`config.mk`:
```
export PLATFORM = sky130hd
export DESIGN_NAME = tcla_ram
export DESIGN_NICKNAME = d
export VERILOG_FILES = /design/src/sv/tcla_ram.sv
export SDC_FILE = /design/constraint.sdc
export NUM_CORES = 2
export LEC_CHECK = 0
export ABC_AREA = 1
export BUFFER_PORTS_ARGS = -buffer_cell sky130_fd_sc_hd__buf_2
export CAP_MARGIN = 30
export CORE_UTILIZATION = 25
export CTS_BUF_LIST = sky130_fd_sc_hd__clkbuf_4
export CTS_CLUSTER_SIZE = 10
export DETAILED_ROUTE_END_ITERATION = 8
export PLACE_DENSITY = 0.49
export SETUP_SLACK_MARGIN = 0.1
export SYNTH_ARGS = -nofsm -noshare
export SYNTH_HDL_FRONTEND = slang
export SYNTH_SLANG_ARGS = --single-unit
```
`constraint.sdc`:
```
create_clock -name aclk -period 2.9 [get_ports aclk]
set_clock_uncertainty 0.15 [all_clocks]
set_input_delay 0.58 -clock aclk [delete_from_list [all_inputs] [get_ports aclk]]
set_output_delay 0.58 -clock aclk [all_outputs]
set_load 0.02 [all_outputs]
```
`src/sv/tcla_ram.sv`:
```
`timescale 1ns / 1ps
// Generic single-write, single-read RAM with registered read data.
module tcla_ram #(
    parameter int WIDTH = 10,
    parameter int DEPTH = 256,
    localparam int AW   = $clog2(DEPTH)
) (
    input  logic             aclk,
    input  logic             we,
    input  logic [AW-1:0]    waddr,
    input  logic [WIDTH-1:0] wdata,
    input  logic [AW-1:0]    raddr,
    output logic [WIDTH-1:0] rdata
);

    logic [WIDTH-1:0] mem [DEPTH];

    always_ff @(posedge aclk) begin
        if (we) begin
            mem[waddr] <= wdata;
        end
        rdata <= mem[raddr];
    end

endmodule

```
# Word level (Yosys, flattened, before mapping)
# Memories as Yosys holds them, arrays and structs flattened. A register that Yosys moved wholly into a read port is not among the register bits.
# Index checks and enable logic that the tools add are counted.
# classes
n_mux	2
# op_table
op	n
$mux 1	2
# totals
input_bits	28
output_inout_bits	10
elab_cells	3
ff_bits	0
mem_bits_rw	2560
memories	1
# mem_list
name	words	width	rd	rd_ports_with_merged_regs	write_ports	line	text
mem	256	10	1	1	1	16	logic [WIDTH-1:0] mem [DEPTH];

# Longest topological paths before layout
# depth
word_depth	2
ltp_mapped	14
mapped_depth_nobuf	11

# Worst setup path before layout
# Ideal clock, no wire load.
# synth_timing
kind	input-to-reg
from	input port we
to	memory mem[162][0], enable pin
slack_ns	0.590
arrival_time_ns	1.784
path_buffers	2
required_time_ns	2.374
cell_stages	4
setup_time_ns	0.376
cell_sequence	clkbuf_1 > nand3_1 > clkbuf_1 > nor2_1
# synth_via
elab_chain_len	2
# synth_lines
item	line	text
start, declared	9	input logic we,
$mux 1	19	if (we) begin
$mux 1 (implied by the code)	20	mem[waddr] <= wdata;
end, declared	16	
# Every way passes these cells.

# Worst setup path after layout
# layout_timing
from	input port waddr[3]
to	memory mem[108][9], enable pin
# layout_rtl
item	line	text
start, declared	10	input logic [AW-1:0] waddr,
# No word-level cell before the write port.

==> flow_summary.toml <==
[run_status]
status = "complete, no violations"

[pwr]
p_sw_frac = 0.244
seq_power_share = 0.528
clkPwrFrac = 0.400
comb_power_share = 0.072
switchingPower_uw = 18900
intPower_uw = 58600
pwr_density_cell_nw_per_um2 = 623
power_leakage_uw = 0.0442
peakVddDrop_uv = 296

[critical_path]
r2r_setup_slack_ns = 0.23
crit_fanout = 10
cp.depth = 10
cp_num_buf_inv = 6
cp_top_family = "buffers and inverters"
crit_arrival_ns = 3.54
worst_r2r_endpoint = "rdata[6]$_DFF_P_"
cp.required_ns = 3.65
crit_chain = "dlygate4sd3_1, buf_2, nand2_1, dlygate4sd3_1, nor2_1, dlygate4sd3_1, nand2_2, buf_6, nor2_1, buf_4"
crit_type = "in -> reg"
cp_common_cell = "dlygate4sd3_1"
r2r_cells = 11
critPathSlowestCell = "dlygate4sd3_1"
startpoint = "waddr[3]"
worst_setup_path_start_kind = "input port"
reg2reg_from = "mem[79][6]$_DFFE_PP_"
crit_end = "mem[108][9]$_DFFE_PP_"
worst_setup_path_end_kind = "flip-flop"
slowest_delay_ns = 0.63

[job]
cap_violations = 0

[detailed_routing]
ant_nets = 0
dr.pass1.iters = 6
wl_met3_mm = 22.4
met2_length_mm = 158
drc = 0
top_layer_used = "met5"
wl_met1_mm = 145
drt-initial-drc-count = 7053
wl_mm = 337
wire_per_inst_um = 21.7
vias = 72100
viasPerCell = 4.65

[logic_synthesis]
syn_inst = 8656
synth-seq-cells = 2570
synth_cell_types = 12
syn_nets = 8684
yosysSeqAreaShare = 0.743
syn_area_per_cell_um2 = 12.0
yosysWarnings = 0
syn-cell-area_um2 = 104000

[placement]
routabilityCongestion = 0.840
post-dp-hpwl_mm = 206
dpl.cell_count = 14300
postPlaceCellArea_um2 = 116000
port_buffers = 37

[global_routing]
grt_pass1_vias = 71000
track_usage = 0.157
grt_antenna_before_repair = 28
grt_pass1_wl_mm = 487
grt_max_degree = 119
grt-ovfl-total = 0

[clock_tree]
h-tree-depth = 6
cts_buffers = 660
clock_tree.buffer_depth = 4
clkLatencyLatePin_ns = 1.39
clkSinkCount = 2570
clk_pin_slew_ns = 0.07
cts_tree = "yes"
cts_root_buf = "clkbuf_4"

[floorplan]
io_pins = 38
rows = 236
dieHeight_um = 646
die_width_um = 646
start_util = 0.251
dieArea_um2 = 417000
core_um2 = 413000

[timing]
hold_viol_final = 0
fin_crit_sh = 0.959
drv_slew = 0
period_minus_slack_ns = 2.78
achievable-frequency_mhz = 359
worstMarginPinSlew_ns = 0.838
setup_violations = 0
setup_tns_ns = 0
hold_slack_ns = 0.163
relSlewSlack = 0.441
rsz0062_at_grt = "no"

[final_layout]
nFillCells = 42100
drive_gt1_frac = 0.182
nets = 9590
syn_to_final_growth_pct = 20.0
finalCoreUtilization = 0.301
instances_no_fill = 15500
fin_area_um2 = 124000

[min_path]
hold_path.class = "in -> reg"
worst reg2reg max path, stage by stage (launching register included):
cell           delay, ns
edfxtp_1            0.37
nand2_1             0.08
nand3_1             0.08
nand3_1             0.12
nand3_1             0.13
nand3_1             0.14
nand3_1             0.30
nand3_1             0.30
nand2_1             0.14
nand2_1             0.08
nand2_1             0.06
dlygate4sd3_1       0.54
what timing repair did:
item,CTS,global route
gates resized for setup,35,1
endpoints found under the hold margin,3672,3
setup endpoints to repair,10,23
hold buffers,36,1
pin swaps,0,0
setup buffers,0,0
flip-flops by register name, summed over array words and instances (netlist names):
register	count
mem	2560
rdata	10
worst min path at each step:
stage / from / to / slack (ns) / cells past startpoint
floorplan: wdata[0] / mem[0][0]$_DFFE_PP_ / 0.53 / 0
global placement: wdata[7] / mem[202][7]$_DFFE_PP_ / 0.82 / 1
detailed placement: wdata[7] / mem[206][7]$_DFFE_PP_ / 0.81 / 1
CTS: wdata[9] / mem[202][9]$_DFFE_PP_ / 0.03 / 2
global route: wdata[9] / mem[202][9]$_DFFE_PP_ / 0.09 / 2
finish: wdata[9] / mem[202][9]$_DFFE_PP_ / 0.16 / 2
per-layer routing:
metal | vias up | track usage
met4 | 6 | 0.0586
met1 | 35900 | 0.208
met3 | 554 | 0.0291
met5 | - | 0
met2 | 2615 | 0.253
li1 | 33000 | -
metrics by stage:
stage,worst slack (ns),total power (uW)
finish,0.118,77600
global route,0.117,80600
CTS,0.0615,78500
detailed placement,-0.645,47300
global placement,-0.680,47300
floorplan,0.590,44300
placed cells by master (no fill, tap or decap), drive strengths merged:
cell type / synthesis / layout
buf: 457 / 804
edfxtp: 2560 / 2560
clkinv: 2 / 131
clkinvlp: 0 / 10
nand3: 2523 / 2523
nand2: 2645 / 2645
dlygate4sd3: 0 / 36
clkbuf: 139 / 946
dfxtp: 10 / 10
bufinv: 0 / 13
nor2: 283 / 283
inv: 37 / 50
diode: 0 / 11
synth_stat cells:
cell / count / area [um^2]
buf_1: 63 / 236
buf_2: 334 / 1670
buf_4: 60 / 450
clkbuf_1: 139 / 522
clkinv_1: 2 / 7.51
dfxtp_1: 10 / 200
edfxtp_1: 2560 / 76900
inv_1: 33 / 124
inv_2: 4 / 15.0
nand2_1: 2645 / 9930
nand3_1: 2523 / 12600
nor2_1: 283 / 1060
cells by family after synthesis:
family | after synthesis | synth area share
buffers and inverters | 635 | 0.0292
and+or+nand+nor | 5451 | 0.228
DFF | 2570 | 0.743
cell type report:
type,instances,area (um^2),area share
Sequential cell,2570,77100,0.619
Timing Repair Buffer,840,8550,0.0687
Clock buffer,946,7100,0.0570
Inverter,39,175,0.00141
Clock inverter,165,1050,0.00841
Antenna cell,11,27.5,0.000221
Multi-Input combinational cell,5451,23600,0.190
Tap cell,5474,6850,0.0550
power groups by stage:
stage	Sequential, uW	Clock, uW	Combinational (uW)
finish	41000	31000	5590
CTS	41000	31900	5650
detailed placement	41800	0	5550
floorplan	41800	0	2480
global placement	41800	0	5530
global route	41000	33700	6000
No activity file was read; power rests on OpenSTA's default activity.
